==> config.mk <==
export PLATFORM = sky130hd
export DESIGN_NAME = smo_controller
export DESIGN_NICKNAME = d
export VERILOG_FILES = /design/src/hdl/smo_pkg.sv /design/src/hdl/smo_controller.sv
export SDC_FILE = /design/constraint.sdc
export NUM_CORES = 1
export LEC_CHECK = 0
export BUFFER_PORTS_ARGS = -buffer_cell sky130_fd_sc_hd__buf_2
export CAP_MARGIN = 25
export CORE_AREA = 2 2 49 51
export DETAILED_ROUTE_END_ITERATION = 12
export DIE_AREA = 0 0 51 53
export GPL_TIMING_DRIVEN = 0
export MAX_ROUTING_LAYER = met4
export PLACE_DENSITY = 0.82
export SLEW_MARGIN = 15
export SYNTH_ARGS = -nofsm -noshare
export SYNTH_HDL_FRONTEND = slang
export SYNTH_SLANG_ARGS = --single-unit
==> constraint.sdc <==
create_clock -name i_clk -period 2.9 [get_ports i_clk]
set_input_delay 0.58 -clock i_clk [delete_from_list [all_inputs] [get_ports i_clk]]
set_output_delay 0.58 -clock i_clk [all_outputs]
set_load 0.01 [all_outputs]
==> src/hdl/smo_pkg.sv <==
// Shared constants, types and helper functions of the smoothed multiwave oscillator.
`default_nettype none
package smo_pkg;

    localparam int SINE_TABLE_BITS = 10;
    localparam int SAMPLE_BITS     = 16;

    localparam int MW    = 33;
    localparam int PW    = 2 * MW;
    localparam int QBITS = SINE_TABLE_BITS - 2;
    localparam int WQ    = 18;

    localparam int WAVE_MAX_I = (2 ** (SAMPLE_BITS - 1)) - 1;
    localparam int WAVE_MIN_I = -(2 ** (SAMPLE_BITS - 1));

    localparam logic [18:0] FREQ_MIN      = 19'd320;
    localparam logic [18:0] FREQ_MAX      = 19'd320000;
    localparam logic [15:0] AMP_MAX       = 16'd32768;
    localparam logic [31:0] AMP_THRESHOLD = 32'd2148;
    localparam logic [31:0] DEFAULT_SEED  = 32'h12345678;

    localparam logic [31:0] RST_PHASE_STEP = 32'd1431655;
    localparam logic [15:0] RST_GAIN       = 16'd273;
    localparam logic [31:0] RST_FREQ       = 32'd57671680;
    localparam logic [31:0] RST_AMP        = 32'd1073741824;

    localparam logic signed [MW-1:0] GAUSS_K     = 33'sd28378;
    localparam logic signed [MW-1:0] SA1         = 33'sd1686629713;
    localparam logic signed [MW-1:0] SA3         = 33'sd693598668;
    localparam logic signed [MW-1:0] SA5         = 33'sd85569306;
    localparam logic signed [MW-1:0] SA7         = 33'sd5026995;
    localparam logic signed [MW-1:0] SA9         = 33'sd172272;
    localparam logic signed [MW-1:0] DIRECT_FEED = 33'sd8995943;
    localparam logic signed [MW-1:0] P6_FEED     = 33'sd1944916;
    localparam logic signed [MW-1:0] PINK_SCALE  = 33'sd1845494;

    localparam logic [2:0] LAST_POLE = 3'd5;

    typedef logic [2:0] t_wave;
    localparam t_wave WAVE_NONE  = 3'd0;
    localparam t_wave WAVE_SIN   = 3'd1;
    localparam t_wave WAVE_SQR   = 3'd2;
    localparam t_wave WAVE_RAMP  = 3'd3;
    localparam t_wave WAVE_TRI   = 3'd4;
    localparam t_wave WAVE_WHITE = 3'd5;
    localparam t_wave WAVE_PINK  = 3'd6;

    localparam logic [1:0] CFG_PHASE_STEP = 2'd0;
    localparam logic [1:0] CFG_GAIN       = 2'd1;
    localparam logic [1:0] CFG_SEED       = 2'd2;

    typedef enum logic [4:0] {
        ST_IDLE, ST_FREQ, ST_AMP, ST_AUPD, ST_PHASE,
        ST_SIN_A, ST_SIN_B, ST_SIN_C, ST_SIN_D, ST_SIN_E, ST_SIN_F, ST_SIN_G,
        ST_SHAPE, ST_NOISE, ST_GAUSS,
        ST_PK_A, ST_PK_B, ST_PK_C, ST_PK_DIR, ST_PK_SUM, ST_PK_P6, ST_PK_OUT,
        ST_OUT_MUL, ST_OUT_WR
    } t_step;

    typedef struct packed {
        t_step      step;
        logic       load;
        logic       amp_zero;
        t_wave      wave;
        logic [2:0] idx;
    } t_cmd;

    typedef struct packed {
        logic amp_low;
        logic out_free;
    } t_stat;

    function automatic logic signed [MW-1:0] pole_gain(input logic [2:0] idx);
        logic signed [MW-1:0] g;
        case (idx)
            3'd0:    g = 33'sd16758090;
            3'd1:    g = 33'sd16665144;
            3'd2:    g = 33'sd16257122;
            3'd3:    g = 33'sd14537458;
            3'd4:    g = 33'sd9227469;
            3'd5:    g = -33'sd12777528;
            default: g = '0;
        endcase
        return g;
    endfunction

    function automatic logic signed [MW-1:0] pole_feed(input logic [2:0] idx);
        logic signed [MW-1:0] f;
        case (idx)
            3'd0:    f = 33'sd931436;
            3'd1:    f = 33'sd1259565;
            3'd2:    f = 33'sd2581208;
            3'd3:    f = 33'sd5209084;
            3'd4:    f = 33'sd8941454;
            3'd5:    f = -33'sd283501;
            default: f = '0;
        endcase
        return f;
    endfunction

    function automatic logic [31:0] xorshift(input logic [31:0] v);
        logic [31:0] x;
        x = v ^ (v << 13);
        x = x ^ (x >> 17);
        x = x ^ (x << 5);
        return x;
    endfunction

endpackage
`default_nettype wire

==> src/hdl/smo_controller.sv <==
// Sequencer that walks one sample tick through the shared-multiplier datapath.
`default_nettype none
module smo_controller import smo_pkg::*; (
    input  logic  i_clk,
    input  logic  i_rst_n,
    input  logic  i_in_valid,
    input  logic  i_wave_request,
    input  t_wave i_wave_choice,
    input  t_stat i_stat,
    output logic  o_in_ready,
    output t_cmd  o_cmd
);

    typedef enum logic [4:0] {
        S_IDLE, S_FREQ, S_AMP, S_AUPD, S_PHASE,
        S_SIN_A, S_SIN_B, S_SIN_C, S_SIN_D, S_SIN_E, S_SIN_F, S_SIN_G,
        S_SHAPE, S_NOISE, S_GAUSS,
        S_PK_A, S_PK_B, S_PK_C, S_PK_DIR, S_PK_SUM, S_PK_P6, S_PK_OUT,
        S_OUT_MUL, S_OUT_WR
    } t_state;

    t_state     r_state;
    t_wave      r_cur;
    logic       r_pend;
    t_wave      r_pwave;
    logic [2:0] r_idx;
    t_wave      n_cur;
    logic       n_take;

    // wave that is in use once this tick's fade check is done
    always_comb begin
        n_take = r_pend && i_stat.amp_low;
        n_cur  = n_take ? r_pwave : r_cur;
    end

    always_ff @(posedge i_clk) begin
        if (!i_rst_n) begin
            r_state <= S_IDLE;
            r_cur   <= WAVE_SIN;
            r_pend  <= 1'b0;
            r_pwave <= WAVE_NONE;
            r_idx   <= '0;
        end else begin
            unique case (r_state)
                S_IDLE: begin
                    if (i_in_valid) begin
                        if (i_wave_request && (i_wave_choice <= WAVE_PINK)
                            && (i_wave_choice != r_cur)) begin
                            r_pend  <= 1'b1;
                            r_pwave <= i_wave_choice;
                        end
                        r_state <= S_FREQ;
                    end
                end
                S_FREQ:  r_state <= S_AMP;
                S_AMP:   r_state <= S_AUPD;
                S_AUPD:  r_state <= S_PHASE;
                S_PHASE: begin
                    if (n_take) begin
                        r_cur  <= r_pwave;
                        r_pend <= 1'b0;
                    end
                    case (n_cur)
                        WAVE_SIN:               r_state <= S_SIN_A;
                        WAVE_WHITE, WAVE_PINK:  r_state <= S_NOISE;
                        default:                r_state <= S_SHAPE;
                    endcase
                end
                S_SIN_A: r_state <= S_SIN_B;
                S_SIN_B: r_state <= S_SIN_C;
                S_SIN_C: r_state <= S_SIN_D;
                S_SIN_D: r_state <= S_SIN_E;
                S_SIN_E: r_state <= S_SIN_F;
                S_SIN_F: r_state <= S_SIN_G;
                S_SIN_G: r_state <= S_OUT_MUL;
                S_SHAPE: r_state <= S_OUT_MUL;
                S_NOISE: r_state <= S_GAUSS;
                S_GAUSS: begin
                    r_idx   <= '0;
                    r_state <= (r_cur == WAVE_PINK) ? S_PK_A : S_OUT_MUL;
                end
                S_PK_A:  r_state <= S_PK_B;
                S_PK_B:  r_state <= S_PK_C;
                S_PK_C: begin
                    if (r_idx == LAST_POLE) begin
                        r_state <= S_PK_DIR;
                    end else begin
                        r_idx   <= r_idx + 3'd1;
                        r_state <= S_PK_A;
                    end
                end
                S_PK_DIR:  r_state <= S_PK_SUM;
                S_PK_SUM:  r_state <= S_PK_P6;
                S_PK_P6:   r_state <= S_PK_OUT;
                S_PK_OUT:  r_state <= S_OUT_MUL;
                S_OUT_MUL: r_state <= S_OUT_WR;
                S_OUT_WR: begin
                    if (i_stat.out_free) begin
                        r_state <= S_IDLE;
                    end
                end
                default: r_state <= S_IDLE;
            endcase
        end
    end

    always_comb begin
        o_cmd.load     = (r_state == S_IDLE) && i_in_valid;
        o_cmd.amp_zero = r_pend;
        o_cmd.wave     = r_cur;
        o_cmd.idx      = r_idx;
        unique case (r_state)
            S_IDLE:    o_cmd.step = ST_IDLE;
            S_FREQ:    o_cmd.step = ST_FREQ;
            S_AMP:     o_cmd.step = ST_AMP;
            S_AUPD:    o_cmd.step = ST_AUPD;
            S_PHASE:   o_cmd.step = ST_PHASE;
            S_SIN_A:   o_cmd.step = ST_SIN_A;
            S_SIN_B:   o_cmd.step = ST_SIN_B;
            S_SIN_C:   o_cmd.step = ST_SIN_C;
            S_SIN_D:   o_cmd.step = ST_SIN_D;
            S_SIN_E:   o_cmd.step = ST_SIN_E;
            S_SIN_F:   o_cmd.step = ST_SIN_F;
            S_SIN_G:   o_cmd.step = ST_SIN_G;
            S_SHAPE:   o_cmd.step = ST_SHAPE;
            S_NOISE:   o_cmd.step = ST_NOISE;
            S_GAUSS:   o_cmd.step = ST_GAUSS;
            S_PK_A:    o_cmd.step = ST_PK_A;
            S_PK_B:    o_cmd.step = ST_PK_B;
            S_PK_C:    o_cmd.step = ST_PK_C;
            S_PK_DIR:  o_cmd.step = ST_PK_DIR;
            S_PK_SUM:  o_cmd.step = ST_PK_SUM;
            S_PK_P6:   o_cmd.step = ST_PK_P6;
            S_PK_OUT:  o_cmd.step = ST_PK_OUT;
            S_OUT_MUL: o_cmd.step = ST_OUT_MUL;
            S_OUT_WR:  o_cmd.step = ST_OUT_WR;
            default:   o_cmd.step = ST_IDLE;
        endcase
    end

    assign o_in_ready = (r_state == S_IDLE);

endmodule
`default_nettype wire

* Yosys cells after proc, flatten, opt, wreduce, memory -nomap -nowiden
Memory sizes are Yosys's and may differ from the RTL's. A register that Yosys moved wholly into a read port is not among the register bits.
Cells that the tools add are included.
** Storage, ports and cells
- Register bits :: 15
- Latch bits :: 0
- Bits in writable memories :: 0
- Bits in read-only memories :: 160
- Input bits :: 9
- Output and inout bits :: 14
- Word-level logic and storage cells :: 70
- Memories :: 1
** Memory list
- (name not given) :: depth 32, bits a word 5, read ports 1, clocked after Yosys merged registers in 1, wr ports 0, RTL line smo_controller.sv:112 : unique case (r_state)
** Cells by class
- Add/subtract/negate cells :: 1
- Multipliers :: 0
- Div/mod/pow operators :: 0
- $lt $le $gt $ge :: 1
- Equality and inequality tests :: 34
- Shift operators :: 0
- Muxes and demuxes :: 15
- Bitwise logic cells :: 0
- Reductions and logical operators :: 13
** Operators by type and width (number)
- 5-bit one-hot mux with 22 select lines :: 1
- 5-bit by 4-bit equality test with 1-bit output, second input constant :: 8
- 5-bit equality test, second input constant :: 8
- 5-bit 2-to-1 mux :: 6
- 5-bit by 3-bit equality test with 1-bit output, second input constant :: 4
- 3-bit equality test, second input constant :: 4
- 5-bit by 2-bit equality test with 1-bit output, second input constant :: 2
- 2-bit inequality test, second input constant :: 4
- 4-bit one-hot mux with 2 select lines :: 1
- 3-bit 2-to-1 mux :: 2
- 3-bit one-hot mux with 2 select lines :: 1
- 5-bit by 1-bit equality test with 1-bit output, second input constant :: 1
- 5-bit logical NOT :: 1
- 1-bit logical AND :: 4
- 2-bit AND reduction :: 2
- 4-bit AND reduction :: 1
- 2-bit nonzero test :: 2
- 3-bit by 1-bit adder with 3-bit output, second input constant :: 1
- 3-bit by 1-bit equality test with 1-bit output, second input constant :: 1
- 3-bit less-or-equal comparator, second input constant :: 1
- 1-bit 2-to-1 mux :: 3
- 3-bit inequality test :: 1
- 3-bit AND reduction :: 1
- 3-bit OR reduction :: 1
- 3 further kinds :: 3

* Depth between registers and ports, before layout
- Depth after elaboration :: 8
- Gate-level depth with buffers :: 6
- Gate-level depth less buffers :: 6

* Worst setup path before layout
No wires, ideal clock.
- Kind :: reg2out
- From :: reg r_state[3]
- To :: out o_cmd[7] (netlist bit)
- Data arrival time :: 853 ps
- Data required time :: 2320 ps
- Path slack :: 1467 ps
- Stages on the path, launching flop included :: 3
- Buffers on the path :: 0
- Cell sequence :: dfxtp_1 -> nor3_4 -> and3_1
** RTL lines
- start: declaration :: RTL line smo_controller.sv:22 : t_state r_state;
- start signal: assignment :: RTL line smo_controller.sv:80 : r_state <= (r_cur == WAVE_PINK) ? S_PK_A : S_OUT_MUL;
- end: declaration :: RTL line smo_controller.sv:11 : output t_cmd o_cmd

==> out/qor.csv <==
metric,value,unit
status,finished clean,
endpoint_kind,output pin,
vdd_ir_drop_max,527.9,µV
finalSetupViolations,0,
p_sw,0.0004335,W
p_clk_share,20.4,%
num_vias,1124,
drive_above_1_share,23.46,%
fin_hold_ws,0.5029,ns
grt_max_degree,13,
cts_buffers,3,
track_usage,23.08,%
area_delta_synth_final,16.23,%
placedCellCount,186,
setup.worst_path.start_class,flip-flop,
portBuffers,21,
gr-total-overflow,0,
grt_pass1_wl,4.616,mm
die_area,2703,µm²
drt-initial-drc-count,23,
period_needed,2.028,ns
synth-xor-area-share,2.950,%
cts.clk_slew.worst_paths,0.12,ns
hold_viol_final,0,
hold_class,reg -> reg,
io_pins,23,
cap_violations,0,
final_core_util,64.24,%
p_total,0.001121,W
antenna_found_initial,0,
layout_commonest_cell,buf_2,
start_util,55.27,%
first_global_vias,1060,
antenna_cells,0,
p_leak,0.6295,nW
wl,2.725,mm
p_int,0.0006877,W
power_density,812.4,nW/µm²
wl_per_cell,14.34,µm
slew_viol_final,0,
cts_resized,0,
netlist_instances,137,
cp_data_arrival_time,1.45,ns
finalNetCount,174,
syn_area_per_cell,8.667,µm²
hold_buffers,0,
worstSetupPathType,reg -> out,
fin_crit_sh,69.92,%
ys_ff_latch,20,
p_comb_share,44.1,%
setup_tns,0,ns
dp_hpwl,2.051,mm
rsz0062_at_grt,no,
stdcell_count,190,
fmax,493.2,MHz
postRouteAntennaNets,0,
post_cts_buffers,0,
cp_max_fo,6,
switching_share,38.66,%
core-area,2148,µm²
synth_edf_count,0,
root_buffer,clkbuf_4,
yosys_warnings,0,
cts.path.max_buffers,2,
async_flop_share,0,%
slew_headroom,71.19,%
seq_power_share,35.5,%
synth_top_family_by_area,simple AND/OR/NAND/NOR gates,
fin_worst_skew,0.007407,ns
layout_common_cells,"25 x buf_2, 20 x dfxtp_1, 15 x nand2_1, 9 x nor2_1, 7 x mux2i_1",
htreeDepth,1,
ys.flop_type,dfxtp_1,
vias_per_cell,5.916,
yosysSeqAreaShare,33.72,%
row_count,17,
firstDrtPassIters,4,
syn_area,1187,µm²
cts.sinks,20,
synth-simple-area-share,26.66,%
insertion_delay,0.31,ns
drcViolationCount,0,
synth-compound-area-share,22.23,%
synth_fa_ha_area_share,2.107,%
synth_nets,148,
gp_congestion,0.8664,
muxShareOfSynthArea,5.901,%
die_w,51,µm
required,2.32,ns
tritoncts,yes,
worst_pin_slew,0.4322,ns
die_h,53,µm
ys_types,46,
[cell families after synthesis]
family	count (synthesis)
compound gates	34
flops	20
xor+xnor	4
mux	7
simple gates	56
buf+inv	14
fa+ha+maj	2
[synth_stat cells (2+ instances only)]
library cell | number | share of area [%]
dfxtp_1 | 20 | 34
nand2_1 | 15 | 4.7
nor2_1 | 9 | 2.8
mux2i_1 | 7 | 5.9
nand2b_1 | 5 | 2.6
buf_2 | 4 | 1.7
inv_1 | 4 | 1.3
nand3_1 | 4 | 1.7
nand4_1 | 4 | 2.1
nor3_1 | 4 | 1.7
a31oi_1 | 3 | 1.6
buf_4 | 3 | 1.9
nor2b_1 | 3 | 1.6
o21a_1 | 3 | 1.9
o21bai_1 | 3 | 1.9
o31a_1 | 3 | 2.2
xnor2_1 | 3 | 2.2
a2111oi_1 | 2 | 1.7
a211oi_1 | 2 | 1.3
a21oi_1 | 2 | 0.84
a41oi_1 | 2 | 1.5
and2_1 | 2 | 1.1
and3_1 | 2 | 1.1
ha_1 | 2 | 2.1
nand3b_1 | 2 | 1.3
o211a_1 | 2 | 1.7
o21ai_0 | 2 | 0.84
o21ai_1 | 2 | 0.84
[layer usage]
metal	up-vias	part of all wire, %	track usage (%)
li1	548	-	-
met1	545	44	25.44
met2	24	50	40.69
met3	7	3.6	3.955
met4	0	1.9	10.81
met5	-	0	-
[power groups by stage]
stage	registers [W]	logic, W	clock network, W
final	0.000398	0.000495	0.000229
after global routing	0.000403	0.000546	0.000242
after CTS	0.000395	0.000491	0.000231
after detailed placement	0.000400	0.000488	0
after global placement	0.000399	0.000473	0
after floorplan	0.000402	0.000354	0
[cell type report]
class                           instances  area, µm²
Fill cell                             182      768.2
Multi-Input combinational cell        103      710.7
Sequential cell                        20      400.4
Timing Repair Buffer                   21      105.1
Buffer                                 10      61.31
Tap cell                               28      35.03
Clock inverter                          1      30.03
Clock buffer                            3      22.52
Inverter                                4      15.01
[sequential cells by signal, summed over array words and instances, names as in the netlist]
register,flops
o_cmd,5
r_cur,3
r_idx,3
r_pend,1
r_pwave,3
r_state,5
[metrics by stage]
step | instance area (µm²) | worst slack, ns
after floorplan | 1187 | 1.467
after global placement | 1328 | 1.280
after detailed placement | 1328 | 1.274
after CTS | 1380 | 0.9076
after global routing | 1380 | 0.8039
final | 1380 | 0.8724
[critical path: stages, from the launching register on]
cell,delay (ns)
dfxtp_1,0.43
nor3_4,0.34
and3_1,0.23
buf_2,0.14
[final timing paths]
| kind | from | to | slack [ns] | cells after the start |
|---|---|---|---|---|
| max | r_state[3]$_SDFFE_PN0P_ | o_cmd[7] | 0.87 | 3 |
| min reg2reg | r_pwave[1]$_SDFFE_PN0P_ | r_pwave[1]$_SDFFE_PN0P_ | 0.50 | 2 |
| min | r_pwave[1]$_SDFFE_PN0P_ | r_pwave[1]$_SDFFE_PN0P_ | 0.50 | 2 |
| max reg2reg | r_state[3]$_SDFFE_PN0P_ | r_pwave[0]$_SDFFE_PN0P_ | 1.30 | 5 |
Power figures use the tool's default switching activity.
